[config.mk]
export PLATFORM = sky130hd
export DESIGN_NAME = i2c_keypad_poller_top
export DESIGN_NICKNAME = d
export VERILOG_FILES = /design/src/ikp_pkg.sv /design/src/ikp_csr.sv /design/src/ikp_key_decode.sv /design/src/ikp_sequencer.sv /design/src/i2c_keypad_poller_top.sv
export SDC_FILE = /design/constraint.sdc
export NUM_CORES = 1
export LEC_CHECK = 0
export ABC_CLOCK_PERIOD_IN_PS = 4500
export BUFFER_PORTS_ARGS = -buffer_cell sky130_fd_sc_hd__buf_4
export CORE_MARGIN = 2
export CORE_UTILIZATION = 32
export CTS_CLUSTER_SIZE = 20
export DETAILED_ROUTE_END_ITERATION = 10
export GPL_ROUTABILITY_DRIVEN = 0
export GPL_TIMING_DRIVEN = 0
export PLACE_DENSITY = 0.47
export SLEW_MARGIN = 10
export SYNTH_ARGS = -nofsm -noshare
export SYNTH_HDL_FRONTEND = slang
export SYNTH_SLANG_ARGS = --single-unit
[constraint.sdc]
create_clock -name clock -period 4.5 [get_ports clock]
set_input_delay 0.45 -clock clock [delete_from_list [all_inputs] [get_ports clock]]
set_output_delay 0.45 -clock clock [all_outputs]
set_load 0.005 [all_outputs]
[src/ikp_pkg.sv]
package ikp_pkg;

   typedef enum logic [1:0] {
      REQ_TICK,
      REQ_WRITE,
      REQ_READ,
      REQ_POLL
   } req_kind_type;

   typedef struct packed {
      req_kind_type req_type;
      logic [7:0]   reg_addr;
      logic [7:0]   wr_data;
      logic         sda_in;
   } req_item_type;

   typedef struct packed {
      logic        scl;
      logic        sda_out;
      logic        sda_listen;
      logic        busy_res;
      logic        done_res;
      logic [15:0] read_data;
      logic [6:0]  key_code;
   } rsp_item_type;

   typedef struct packed {
      logic [6:0] device_address;
      logic [7:0] sensor_register;
      logic [7:0] reset_period;
      logic [7:0] reset_register;
      logic [7:0] reset_value;
   } csr_type;

   localparam int CSR_INDEX_W = 3;
   localparam int CSR_DATA_W  = 8;

   typedef enum logic [CSR_INDEX_W-1:0] {
      CSR_DEVICE_ADDRESS,
      CSR_SENSOR_REGISTER,
      CSR_RESET_PERIOD,
      CSR_RESET_REGISTER,
      CSR_RESET_VALUE
   } csr_index_type;

   localparam logic [6:0] DEVICE_ADDRESS_RST  = 7'd112;
   localparam logic [7:0] SENSOR_REGISTER_RST = 8'h08;
   localparam logic [7:0] RESET_PERIOD_RST    = 8'd200;
   localparam logic [7:0] RESET_REGISTER_RST  = 8'h00;
   localparam logic [7:0] RESET_VALUE_RST     = 8'h6A;

   typedef enum logic [2:0] {
      OP_START,
      OP_WR,
      OP_ACK,
      OP_NACK,
      OP_STOP,
      OP_RSU,
      OP_RD
   } op_type;

   typedef enum logic [2:0] {
      ARG_NONE,
      ARG_DEVW,
      ARG_DEVR,
      ARG_ZERO,
      ARG_ADDR,
      ARG_DATA
   } arg_type;

   localparam logic [4:0] STEP_IDLE       = 5'd0;
   localparam logic [4:0] STEP_WRITE      = 5'd1;
   localparam logic [4:0] STEP_WRITE_STOP = 5'd10;
   localparam logic [4:0] STEP_READ       = 5'd11;
   localparam logic [4:0] STEP_BRANCH     = 5'd23;
   localparam logic [4:0] STEP_READ_TAIL  = 5'd24;
   localparam logic [4:0] STEP_POLL_TAIL  = 5'd26;
   localparam logic [4:0] STEP_COUNT      = 5'd31;

   typedef struct packed {
      op_type     op;
      arg_type    arg;
      logic [4:0] next;
   } prog_entry_type;

   localparam int KEY_COUNT = 20;

   localparam logic [15:0] KEY_PAT [KEY_COUNT] = '{
      16'h0404, 16'h0082, 16'h0084, 16'h0088, 16'h0102, 16'h0104, 16'h0108,
      16'h0202, 16'h0204, 16'h0208, 16'h0402, 16'h0408, 16'h0090, 16'h0110,
      16'h0210, 16'h00A0, 16'h0120, 16'h0220, 16'h0410, 16'h0420
   };

   localparam logic [6:0] KEY_CHR [KEY_COUNT] = '{
      7'h30, 7'h31, 7'h32, 7'h33, 7'h34, 7'h35, 7'h36, 7'h37, 7'h38, 7'h39,
      7'h2A, 7'h23, 7'h41, 7'h42, 7'h43, 7'h44, 7'h45, 7'h46, 7'h55, 7'h4E
   };

   function automatic prog_entry_type prog_lookup(input logic [4:0] step);
      prog_entry_type e;
      case (step)
         5'd1:    e = '{OP_START, ARG_NONE, 5'd2};
         5'd2:    e = '{OP_WR,    ARG_DEVW, 5'd3};
         5'd3:    e = '{OP_ACK,   ARG_NONE, 5'd4};
         5'd4:    e = '{OP_WR,    ARG_ZERO, 5'd5};
         5'd5:    e = '{OP_ACK,   ARG_NONE, 5'd6};
         5'd6:    e = '{OP_WR,    ARG_ADDR, 5'd7};
         5'd7:    e = '{OP_ACK,   ARG_NONE, 5'd8};
         5'd8:    e = '{OP_WR,    ARG_DATA, 5'd9};
         5'd9:    e = '{OP_ACK,   ARG_NONE, 5'd10};
         5'd10:   e = '{OP_STOP,  ARG_NONE, 5'd0};
         5'd11:   e = '{OP_START, ARG_NONE, 5'd12};
         5'd12:   e = '{OP_WR,    ARG_DEVW, 5'd13};
         5'd13:   e = '{OP_ACK,   ARG_NONE, 5'd14};
         5'd14:   e = '{OP_WR,    ARG_ZERO, 5'd15};
         5'd15:   e = '{OP_ACK,   ARG_NONE, 5'd16};
         5'd16:   e = '{OP_WR,    ARG_ADDR, 5'd17};
         5'd17:   e = '{OP_ACK,   ARG_NONE, 5'd18};
         5'd18:   e = '{OP_STOP,  ARG_NONE, 5'd19};
         5'd19:   e = '{OP_START, ARG_NONE, 5'd20};
         5'd20:   e = '{OP_WR,    ARG_DEVR, 5'd21};
         5'd21:   e = '{OP_ACK,   ARG_NONE, 5'd22};
         5'd22:   e = '{OP_RSU,   ARG_NONE, 5'd23};
         5'd23:   e = '{OP_RD,    ARG_NONE, 5'd0};
         5'd24:   e = '{OP_NACK,  ARG_NONE, 5'd25};
         5'd25:   e = '{OP_STOP,  ARG_NONE, 5'd0};
         5'd26:   e = '{OP_ACK,   ARG_NONE, 5'd27};
         5'd27:   e = '{OP_RSU,   ARG_NONE, 5'd28};
         5'd28:   e = '{OP_RD,    ARG_NONE, 5'd29};
         5'd29:   e = '{OP_NACK,  ARG_NONE, 5'd30};
         5'd30:   e = '{OP_STOP,  ARG_NONE, 5'd0};
         default: e = '{OP_STOP,  ARG_NONE, 5'd0};
      endcase
      return e;
   endfunction

   function automatic logic [3:0] op_last(input op_type op);
      logic [3:0] n;
      case (op)
         OP_START: n = 4'd2;
         OP_WR:    n = 4'd15;
         OP_ACK:   n = 4'd1;
         OP_NACK:  n = 4'd1;
         OP_STOP:  n = 4'd2;
         OP_RSU:   n = 4'd0;
         OP_RD:    n = 4'd15;
         default:  n = 4'd0;
      endcase
      return n;
   endfunction

endpackage

[src/ikp_csr.sv]
module ikp_csr (
   input  logic                               clock,
   input  logic                               reset,
   input  logic                               csr_we,
   input  logic [ikp_pkg::CSR_INDEX_W-1:0]    csr_index,
   input  logic [ikp_pkg::CSR_DATA_W-1:0]     csr_wdata,
   output ikp_pkg::csr_type                   csr
);
   import ikp_pkg::*;

   csr_type csr_ff;
   csr_type csr_in;

   always_comb begin
      csr_in = csr_ff;
      if (csr_we) begin
         case (csr_index)
            CSR_DEVICE_ADDRESS:  csr_in.device_address  = csr_wdata[6:0];
            CSR_SENSOR_REGISTER: csr_in.sensor_register = csr_wdata;
            CSR_RESET_PERIOD:    csr_in.reset_period    = csr_wdata;
            CSR_RESET_REGISTER:  csr_in.reset_register  = csr_wdata;
            CSR_RESET_VALUE:     csr_in.reset_value     = csr_wdata;
            default:             csr_in = csr_ff;
         endcase
      end
   end

   always_ff @(posedge clock) begin
      if (reset) begin
         csr_ff.device_address  <= DEVICE_ADDRESS_RST;
         csr_ff.sensor_register <= SENSOR_REGISTER_RST;
         csr_ff.reset_period    <= RESET_PERIOD_RST;
         csr_ff.reset_register  <= RESET_REGISTER_RST;
         csr_ff.reset_value     <= RESET_VALUE_RST;
      end else begin
         csr_ff <= csr_in;
      end
   end

   assign csr = csr_ff;

endmodule

[src/ikp_key_decode.sv]
module ikp_key_decode (
   input  logic [15:0] pattern,
   output logic [6:0]  key
);
   import ikp_pkg::*;

   always_comb begin
      key = '0;
      for (int i = 0; i < KEY_COUNT; i++) begin
         if (pattern == KEY_PAT[i]) begin
            key = key | KEY_CHR[i];
         end
      end
   end

endmodule

[src/ikp_sequencer.sv]
module ikp_sequencer (
   input  logic                  clock,
   input  logic                  reset,
   input  logic                  step_en,
   input  ikp_pkg::req_item_type item,
   input  ikp_pkg::csr_type      csr,
   output ikp_pkg::rsp_item_type result
);
   import ikp_pkg::*;

   logic [4:0]   step_ff, step_in;
   logic [3:0]   bit_ff, bit_in;
   logic [7:0]   shift_ff, shift_in;
   logic [15:0]  acc_ff, acc_in;
   logic [7:0]   count_ff, count_in;
   req_kind_type kind_ff, kind_in;
   logic [7:0]   addr_ff, addr_in;
   logic [7:0]   data_ff, data_in;
   logic [6:0]   key_ff, key_in;

   logic [6:0]     key_dec;
   prog_entry_type entry;
   logic [3:0]     bi;
   logic [7:0]     operand;
   logic [7:0]     shift_cur;
   logic [7:0]     count_inc;
   logic [4:0]     nxt;

   // acc is unchanged on the final STOP of a poll, so decode the stored value
   ikp_key_decode u_key_decode (
      .pattern (acc_ff),
      .key     (key_dec)
   );

   always_comb begin
      step_in   = (step_ff == STEP_COUNT) ? STEP_IDLE : step_ff;
      bit_in    = bit_ff;
      shift_in  = shift_ff;
      acc_in    = acc_ff;
      count_in  = count_ff;
      kind_in   = kind_ff;
      addr_in   = addr_ff;
      data_in   = data_ff;
      key_in    = key_ff;
      entry     = prog_lookup(STEP_IDLE);
      bi        = '0;
      operand   = '0;
      shift_cur = shift_ff;
      count_inc = count_ff + 8'd1;
      nxt       = STEP_IDLE;

      result.scl        = 1'b1;
      result.sda_out    = 1'b1;
      result.sda_listen = 1'b0;
      result.busy_res   = 1'b0;
      result.done_res   = 1'b0;

      // take a new request only while idle
      if (step_in == STEP_IDLE && item.req_type != REQ_TICK) begin
         kind_in = item.req_type;
         bit_in  = '0;
         data_in = item.wr_data;
         if (item.req_type == REQ_WRITE) begin
            step_in = STEP_WRITE;
            addr_in = item.reg_addr;
         end else begin
            step_in = STEP_READ;
            acc_in  = '0;
            addr_in = (item.req_type == REQ_READ) ? item.reg_addr : csr.sensor_register;
         end
      end

      if (step_in != STEP_IDLE) begin
         entry = prog_lookup(step_in);
         bi    = bit_in;
         result.busy_res = 1'b1;

         case (entry.arg)
            ARG_DEVW: operand = {csr.device_address, 1'b0};
            ARG_DEVR: operand = {csr.device_address, 1'b1};
            ARG_ADDR: operand = addr_in;
            ARG_DATA: operand = data_in;
            default:  operand = '0;
         endcase

         case (entry.op)
            OP_START: begin
               result.scl     = (bi < 4'd2);
               result.sda_out = (bi == 4'd0);
            end
            OP_WR: begin
               shift_cur      = (bi == 4'd0) ? operand : shift_ff;
               result.sda_out = shift_cur[7];
               result.scl     = ~bi[0];
               shift_in       = bi[0] ? {shift_cur[6:0], 1'b0} : shift_cur;
            end
            OP_ACK: begin
               result.sda_out = 1'b0;
               result.scl     = (bi == 4'd0);
            end
            OP_NACK: begin
               result.sda_out = 1'b1;
               result.scl     = (bi == 4'd0);
            end
            OP_STOP: begin
               result.scl     = (bi != 4'd0);
               result.sda_out = (bi == 4'd2);
            end
            OP_RSU: begin
               result.scl        = 1'b0;
               result.sda_out    = 1'b1;
               result.sda_listen = 1'b1;
            end
            OP_RD: begin
               result.sda_out    = 1'b1;
               result.sda_listen = 1'b1;
               result.scl        = ~bi[0];
               if (!bi[0]) begin
                  acc_in = {acc_in[14:0], item.sda_in};
               end
            end
            default: begin
               result.scl     = 1'b1;
               result.sda_out = 1'b1;
            end
         endcase

         if (bi != op_last(entry.op)) begin
            bit_in = bi + 4'd1;
         end else begin
            bit_in = '0;
            nxt    = entry.next;
            if (step_in == STEP_BRANCH) begin
               nxt = (kind_in == REQ_POLL) ? STEP_POLL_TAIL : STEP_READ_TAIL;
            end
            if (nxt != STEP_IDLE) begin
               step_in = nxt;
            end else if (kind_in == REQ_POLL && step_in != STEP_WRITE_STOP) begin
               key_in = key_dec;
               if (count_inc > csr.reset_period) begin
                  count_in = '0;
                  addr_in  = csr.reset_register;
                  data_in  = csr.reset_value;
                  step_in  = STEP_WRITE;
               end else begin
                  count_in        = count_inc;
                  step_in         = STEP_IDLE;
                  result.done_res = 1'b1;
               end
            end else begin
               step_in         = STEP_IDLE;
               result.done_res = 1'b1;
            end
         end
      end

      result.read_data = acc_in;
      result.key_code  = key_in;
   end

   always_ff @(posedge clock) begin
      if (reset) begin
         step_ff  <= STEP_IDLE;
         bit_ff   <= '0;
         shift_ff <= '0;
         acc_ff   <= '0;
         count_ff <= '0;
         kind_ff  <= REQ_TICK;
         addr_ff  <= '0;
         data_ff  <= '0;
         key_ff   <= '0;
      end else if (step_en) begin
         step_ff  <= step_in;
         bit_ff   <= bit_in;
         shift_ff <= shift_in;
         acc_ff   <= acc_in;
         count_ff <= count_in;
         kind_ff  <= kind_in;
         addr_ff  <= addr_in;
         data_ff  <= data_in;
         key_ff   <= key_in;
      end
   end

endmodule

[src/i2c_keypad_poller_top.sv]
// Channel  Direction  Ports                          Item
// req      in         req_valid req_ready req_data   one bit-timing interval
// rsp      out        rsp_valid rsp_ready rsp_data   bus levels and status
// csr      in         csr_we csr_index csr_wdata     register write, no wait
//
// One item per cycle sustained while rsp is not stalled; an accepted item sits
// in the input register while the sequencer step settles, and the result
// register takes it as it leaves, raising rsp_valid. Sequencer state
// moves only as an item leaves the input register. A stalled rsp holds the
// result; the input register still takes one more item. Reset is synchronous,
// clears all sequencer state and returns the CSRs to their defaults.
module i2c_keypad_poller_top (
   input  logic                            clock,
   input  logic                            reset,
   input  logic                            req_valid,
   output logic                            req_ready,
   input  ikp_pkg::req_item_type           req_data,
   output logic                            rsp_valid,
   input  logic                            rsp_ready,
   output ikp_pkg::rsp_item_type           rsp_data,
   input  logic                            csr_we,
   input  logic [ikp_pkg::CSR_INDEX_W-1:0] csr_index,
   input  logic [ikp_pkg::CSR_DATA_W-1:0]  csr_wdata
);
   import ikp_pkg::*;

   logic         in_valid_ff, in_valid_in;
   req_item_type in_item_ff;
   logic         out_valid_ff, out_valid_in;
   rsp_item_type out_item_ff;

   logic         advance;
   csr_type      csr;
   rsp_item_type step_result;

   ikp_csr u_csr (
      .clock     (clock),
      .reset     (reset),
      .csr_we    (csr_we),
      .csr_index (csr_index),
      .csr_wdata (csr_wdata),
      .csr       (csr)
   );

   ikp_sequencer u_sequencer (
      .clock   (clock),
      .reset   (reset),
      .step_en (advance),
      .item    (in_item_ff),
      .csr     (csr),
      .result  (step_result)
   );

   assign advance   = in_valid_ff && (!out_valid_ff || rsp_ready);
   assign req_ready = !in_valid_ff || advance;

   always_comb begin
      if (req_valid && req_ready) begin
         in_valid_in = 1'b1;
      end else if (advance) begin
         in_valid_in = 1'b0;
      end else begin
         in_valid_in = in_valid_ff;
      end

      if (advance) begin
         out_valid_in = 1'b1;
      end else if (rsp_ready) begin
         out_valid_in = 1'b0;
      end else begin
         out_valid_in = out_valid_ff;
      end
   end

   always_ff @(posedge clock) begin
      if (reset) begin
         in_valid_ff  <= 1'b0;
         out_valid_ff <= 1'b0;
      end else begin
         in_valid_ff  <= in_valid_in;
         out_valid_ff <= out_valid_in;
      end
   end

   always_ff @(posedge clock) begin
      if (req_valid && req_ready) begin
         in_item_ff <= req_data;
      end
      if (advance) begin
         out_item_ff <= step_result;
      end
   end

   assign rsp_valid = out_valid_ff;
   assign rsp_data  = out_item_ff;

endmodule
-- Yosys cells after proc, flatten, opt, wreduce, memory -nomap -nowiden
Memory sizes are Yosys's and may differ from the RTL's.
Cells that the tools add are included.
- order comparisons: 2
- multiplexer cells: 77
- add/subtract/negate cells: 2
- reduce and logical (&&, ||, !) cells: 30
- bitwise operators: 4
- equal/unequal tests: 42
- operators by type and width (cell ; count):
    8-bit 2-to-1 mux ; 17
    7-bit 2-to-1 mux ; 12
    16-bit by 10-bit equality test with 1-bit output (second input constant) ; 5
    16-bit by 11-bit equality test with 1-bit output (second input constant) ; 5
    16-bit by 8-bit equality test with 1-bit output (second input constant) ; 5
    16-bit by 9-bit equality test with 1-bit output (second input constant) ; 5
    16-bit 2-to-1 mux ; 5
    6-bit 2-to-1 mux ; 12
    5-bit 2-to-1 mux ; 8
    8-bit case mux with 4 select lines ; 1
    4-bit 2-to-1 mux ; 5
    3-bit equality test (second input constant) ; 6
    3-bit by 2-bit equality test with 1-bit output (second input constant) ; 5
    2-bit case mux with 7 select lines ; 1
    4-bit case mux with 3 select lines ; 1
    1-bit 2-to-1 mux ; 11
    11-bit 2-to-1 mux ; 1
    5-bit equality test (second input constant) ; 2
    2-bit AND reduction ; 5
    5-bit nonzero test ; 2
    3-bit by 1-bit equality test with 1-bit output (second input constant) ; 3
    8-bit by 1-bit adder with 8-bit output (second input constant) ; 1
    8-bit > comparator ; 1
    2-bit OR reduction ; 4
    other kinds (20) ; 34
- output and inout bits: 30
- bits in registers: 154
- input bits: 35
- memory bits (read-only): 352
- memories: 1
- memories (name ; depth ; bits a word ; read ports ; clocked after memory_dff ; write ports ; line ; source):
    (no name shown) ; 32 ; 11 ; 1 ; 0 ; 0 ; ikp_pkg.sv:101 ; case (step)

-- Depth between registers and ports, before layout
- depth in word-level cells: 25
- gate-level depth with buffers: 20
- mapped depth without buffers: 14

-- Modules after synthesis
Synthesis repeated with hierarchy kept, for this count alone.
- cell total of the unflattened synthesis: 961
- area, all modules: 8882.3 um2
- modules (own cells, without submodules) (module ; instances ; cells an instance ; sequential area each (um2) ; area an instance (um2)):
    ikp_sequencer ; 1 ; 677 ; 1321.3 ; 5302.6
    ikp_csr ; 1 ; 149 ; 780.7 ; 1587.8
    i2c_keypad_poller_top ; 1 ; 57 ; 1451.4 ; 1515.2
    ikp_key_decode ; 1 ; 78 ; 0.0 ; 476.7

-- Worst setup path before layout
No wires, ideal clock.
- path type: reg2reg
- start point: register u_sequencer.step_ff[4]
- end point: register u_sequencer.count_ff[4]
- data arrival time: 4.096 ns
- path slack: 0.333 ns
- buffers on the path: 2
- required time: 4.430 ns
- cell stages (with the launch flop): 17
- cells stage by stage: dfxtp_1 -> buf_2 -> nor3_1 -> a21oi_1 -> o21ai_0 -> inv_1 -> ha_1 -> nand2b_1 -> a311oi_1 -> a211oi_2 -> a211o_1 -> o221ai_1 -> a221oi_2 -> or4_4 -> buf_6 -> or4_1 -> a21oi_1
- word-level cells in the longest chain between the ends: 14
- elaborated cells between the ends (all ways): 34
- RTL lines (what ; line ; source):
    from (decl) ; ikp_sequencer.sv:11 ; logic [4:0] step_ff, step_in;
    from (signal assigned) ; ikp_sequencer.sv:173 ; step_ff <= step_in;
    5-bit equality test ; ikp_sequencer.sv:36 ; step_in = (step_ff == STEP_COUNT) ? STEP_IDLE : step_ff;
    5-bit 2-to-1 mux (*) ; ikp_sequencer.sv:36 ;
    5-bit zero test ; ikp_sequencer.sv:59 ; if (step_in == STEP_IDLE && item.req_type != REQ_TICK) begin
    1-bit logical AND ; ikp_sequencer.sv:59 ;
    5-bit 2-to-1 mux ; ikp_sequencer.sv:59 ;
    memory 32 x 11 bit ; -- ;
    11-bit 2-to-1 mux ; ikp_sequencer.sv:73 ; if (step_in != STEP_IDLE) begin
    3-bit by 1-bit equality test with 1-bit output, or another cell as far along ; ikp_pkg.sv:139 ; case (op)
    2-bit OR reduction (no source line) ; -- ;
    4-bit case mux with 3 select lines ; ikp_pkg.sv:139 ;
    4-bit 2-to-1 mux ; ikp_sequencer.sv:73 ;
    4-bit != test ; ikp_sequencer.sv:128 ; if (bi != op_last(entry.op)) begin
    1-bit inverter (no source line) ; -- ;
    5-bit AND reduction (no source line) (*) ; -- ;
    to (signal assigned) ; ikp_sequencer.sv:177 ; count_ff <= count_in;
    to (decl) ; ikp_sequencer.sv:15 ; logic [7:0] count_ff, count_in;
Mark *: on every way between the ends. The rest lies on a longest branch, timed or not. The select of a mux whose other input is x is not followed.
A chain may end at the register's enable or synchronous reset.

-- Worst setup path in the final report
- start point: register u_sequencer.step_ff[1]
- end point: register u_sequencer.count_ff[4]
The elaborated chain is that of the path after synthesis.

==> results.json <==
{
  "outcome": "finished clean",
  "crit_path_max_fanout": 10,
  "async_flop_share_pct": 0,
  "cts_htree_levels": 4,
  "synth_edf_count": 47,
  "synth.avg_cell_area_um2": 8.57,
  "yosys-top-cells-count": "nand2_1, dfxtp_1, a21oi_1, nor2_1, o21ai_0",
  "yosysTopAreaCell": "dfxtp_1",
  "die_area_um2": 27800,
  "routed_wl_um": 25800,
  "route.vias.total": 7708,
  "drc_errors": 0,
  "die_h_um": 167,
  "antenna_found_initial": 0,
  "fp.dieW_um": 167,
  "cap_viol_max_count": 0,
  "core-area_um2": 26000,
  "ir_worst_vdd_uv": 318,
  "rrSetupSlack_ns": 0.17,
  "track_usage_pct": 18.3,
  "first_pass_iters": 5,
  "leakage_nw": 3.71,
  "tightest_slew_ns": 1.05,
  "cts_buffer_depth": 2,
  "tns_ns": 0,
  "grt_pass1_wl_um": 40700,
  "drt-initial-drc-count": 491,
  "cts_buffers": 17,
  "wl_per_cell_um": 18.1,
  "hold_depth": 1,
  "synth_nets": 1040,
  "synth_warnings": 0,
  "ios": 65,
  "worst-r2r-cell-count": 15,
  "rows": 59,
  "ys_seq_area_share_pct": 42.0,
  "netlist_area_um2": 8460,
  "crit_type": "reg -> reg",
  "synth_top_area_share_pct": 25.3,
  "max_freq_mhz": 231,
  "fin_skew_ns": 0.0119,
  "synth-seq-cells": 154,
  "r2r_end": "u_sequencer.count_ff[4]$_SDFFE_PP0P_",
  "power_density_nw_per_um2": 646,
  "viasPerCell": 5.41,
  "min_from": "req_data[15]",
  "final_nets": 1130,
  "min_path_type": "in -> reg",
  "holdPathEnd": "in_item_ff[15]$_DFFE_PP_",
  "grt_pass1_vias": 7273,
  "cts_num_sinks": 154,
  "ys.flop_type": "dfxtp_1",
  "cts_tree": "built",
  "setup_viol": 0,
  "clkTransAtPathRegs_ns": 0.07,
  "ant_nets": 0,
  "fin_crit_sh_pct": 96.2,
  "cp_data_required_time_ns": 4.86,
  "grt_overflow_total": 0,
  "worstReg2RegStart": "u_sequencer.step_ff[1]$_SDFFE_PP0P_",
  "initial_core_util_pct": 32.6,
  "cp-end-kind": "flop",
  "dp_hpwl_um": 19200,
  "clk_root_buffer_cell": "clkbuf_16",
  "synth_cells": 987,
  "area_delta_synth_final_pct": 21.1,
  "ctsHoldBuffers": 0,
  "finalCriticalPeriod_ns": 4.33,
  "finalHoldViolCount": 0,
  "slew_headroom_pct": 29.9,
  "yosysMostFrequentCell": "nand2_1",
  "slew_violations": 0,
  "grt_max_degree": 23,
  "dpl_cell_area_um2": 9390,
  "ys_top_cells_by_area": "dfxtp_1, edfxtp_1, nand2_1",
  "arrival_ns": 4.69,
  "synthDistinctLibCells": 81,
  "layout-drive-gt1-share_pct": 17.1,
  "worst_skew_pair.late_latency_ns": 0.43,
  "diodes": 0,
  "cp-start-kind": "flop",
  "io_buffers": 63,
  "final_cell_area_um2": 10200
}
[critical path, stage by stage, from the launching register on]
cell	delay, ns
dfxtp_1	0.39
buf_2	0.25
buf_2	0.26
a21oi_1	0.08
o21ai_2	0.26
ha_2	0.29
clkbuf_4	0.22
o211ai_1	0.12
a31oi_1	0.22
o21ai_1	0.13
or3_1	0.42
or3_4	0.44
or4_4	0.48
buf_6	0.17
or4_1	0.39
a21oi_1	0.14
[cells in the final DEF, fill, tap and decap left out, types with 9 or more instances in the layout]
master,netlist,final
mux2_2,13,13
o21ai_0,51,48
a221o_1,11,11
and2_1,10,10
mux2i_1,31,29
a21oi_1,97,97
nand4_1,9,9
nand3_1,37,36
clkbuf_16,0,17
and3_1,10,10
dfxtp_1,107,106
clkbuf_1,38,32
o211ai_1,15,15
nor2b_1,14,13
nor2_1,76,74
a22oi_1,15,14
nor3_1,14,13
inv_1,26,24
edfxtp_1,47,47
nand2b_1,15,14
ha_1,18,14
nand2_1,153,153
buf_4,1,77
a22o_1,14,14
[metrics by stage]
stage	cells	setup WS, ns	util, %	power, W	hold WS [ns]
2_1_floorplan	987	0.333	-	0.00371	0.429
4_1_cts	1420	0.00753	39.0	0.00643	0.172
3_5_place_dp	1386	-0.964	36.1	0.00463	0.444
3_3_place_gp	1385	-1.04	36.0	0.00465	0.436
5_1_grt	1425	-0.00653	39.4	0.00702	0.169
6_report	1425	0.172	39.4	0.00662	0.186
[where the power goes]
group          internal, W  switching [W]  leakage (nW)
clock network     0.000839       0.000653         0.294
registers          0.00154      0.0000560          1.31
logic              0.00128        0.00225          2.11
total              0.00366        0.00296          3.71
[per-layer routing]
metal	vias up	wire, µm	global-route usage, %
met5	-	0	0
met4	0	562	5.77
met3	39	1120	2.95
met2	227	11800	29.2
met1	3623	12300	25.5
li1	3819	-	-
[layout make-up]
cell class | count | area (µm²)
repair buffers | 73 | 568
plain buffers | 56 | 260
fillers | 2684 | 15700
well taps | 335 | 419
clock buffers | 17 | 425
clock inverters | 15 | 184
multi-input cells | 746 | 4730
flip-flops and latches | 154 | 3550
inverters | 29 | 109
[state kept, by name, indices dropped and copies added, names as in the netlist, 2 cells and up]
| name | count |
|---|---|
| u_sequencer.shift_ff | 8 |
| u_csr.csr | 39 |
| u_sequencer.count_ff | 8 |
| u_sequencer.kind_ff | 2 |
| u_sequencer.data_ff | 8 |
| u_sequencer.addr_ff | 8 |
| u_sequencer.bit_ff | 4 |
| u_sequencer.step_ff | 5 |
| rsp_data | 28 |
| u_sequencer.acc_ff | 16 |
| u_sequencer.key_ff | 7 |
| in_item_ff | 19 |
[worst max-delay path by stage]
stage / startpoint / end / slack, ns
floorplan: u_sequencer.step_ff[4]$_SDFFE_PP0P_ / u_sequencer.count_ff[4]$_SDFFE_PP0P_ / 0.33
global placement: u_sequencer.step_ff[0]$_SDFFE_PP0P_ / u_sequencer.count_ff[1]$_SDFFE_PP0P_ / -1.04
detailed placement: u_sequencer.step_ff[0]$_SDFFE_PP0P_ / u_sequencer.addr_ff[3]$_SDFFE_PP0P_ / -0.96
CTS: u_sequencer.step_ff[2]$_SDFFE_PP0P_ / u_sequencer.count_ff[4]$_SDFFE_PP0P_ / 0.008
global route: u_sequencer.step_ff[1]$_SDFFE_PP0P_ / u_sequencer.count_ff[4]$_SDFFE_PP0P_ / -0.007
finish: u_sequencer.step_ff[1]$_SDFFE_PP0P_ / u_sequencer.count_ff[4]$_SDFFE_PP0P_ / 0.17
[kinds of logic (layout without fill, tap and decap cells)]
group	Yosys count	in the layout	synth area share, %
adders and majority gates	18	18	2.66
AOI/OAI and AO/OA	294	294	23.3
buffers and inverters	87	190	4.17
DFF	154	154	42.0
and+or+nand+nor	382	382	21.7
xor gates and xnor gates	8	8	0.828
muxes	44	44	5.40
[timing repair]
action / 4_1_cts / 5_1_grt
endpoints found under the setup margin: 79 / 66
endpoints found under the hold margin: 0 / 0
gates resized for setup: 28 / 23
setup buffers: 4 / 5
pin swaps: 4 / 5
Note: power is estimated with default switching activity, not from simulation.
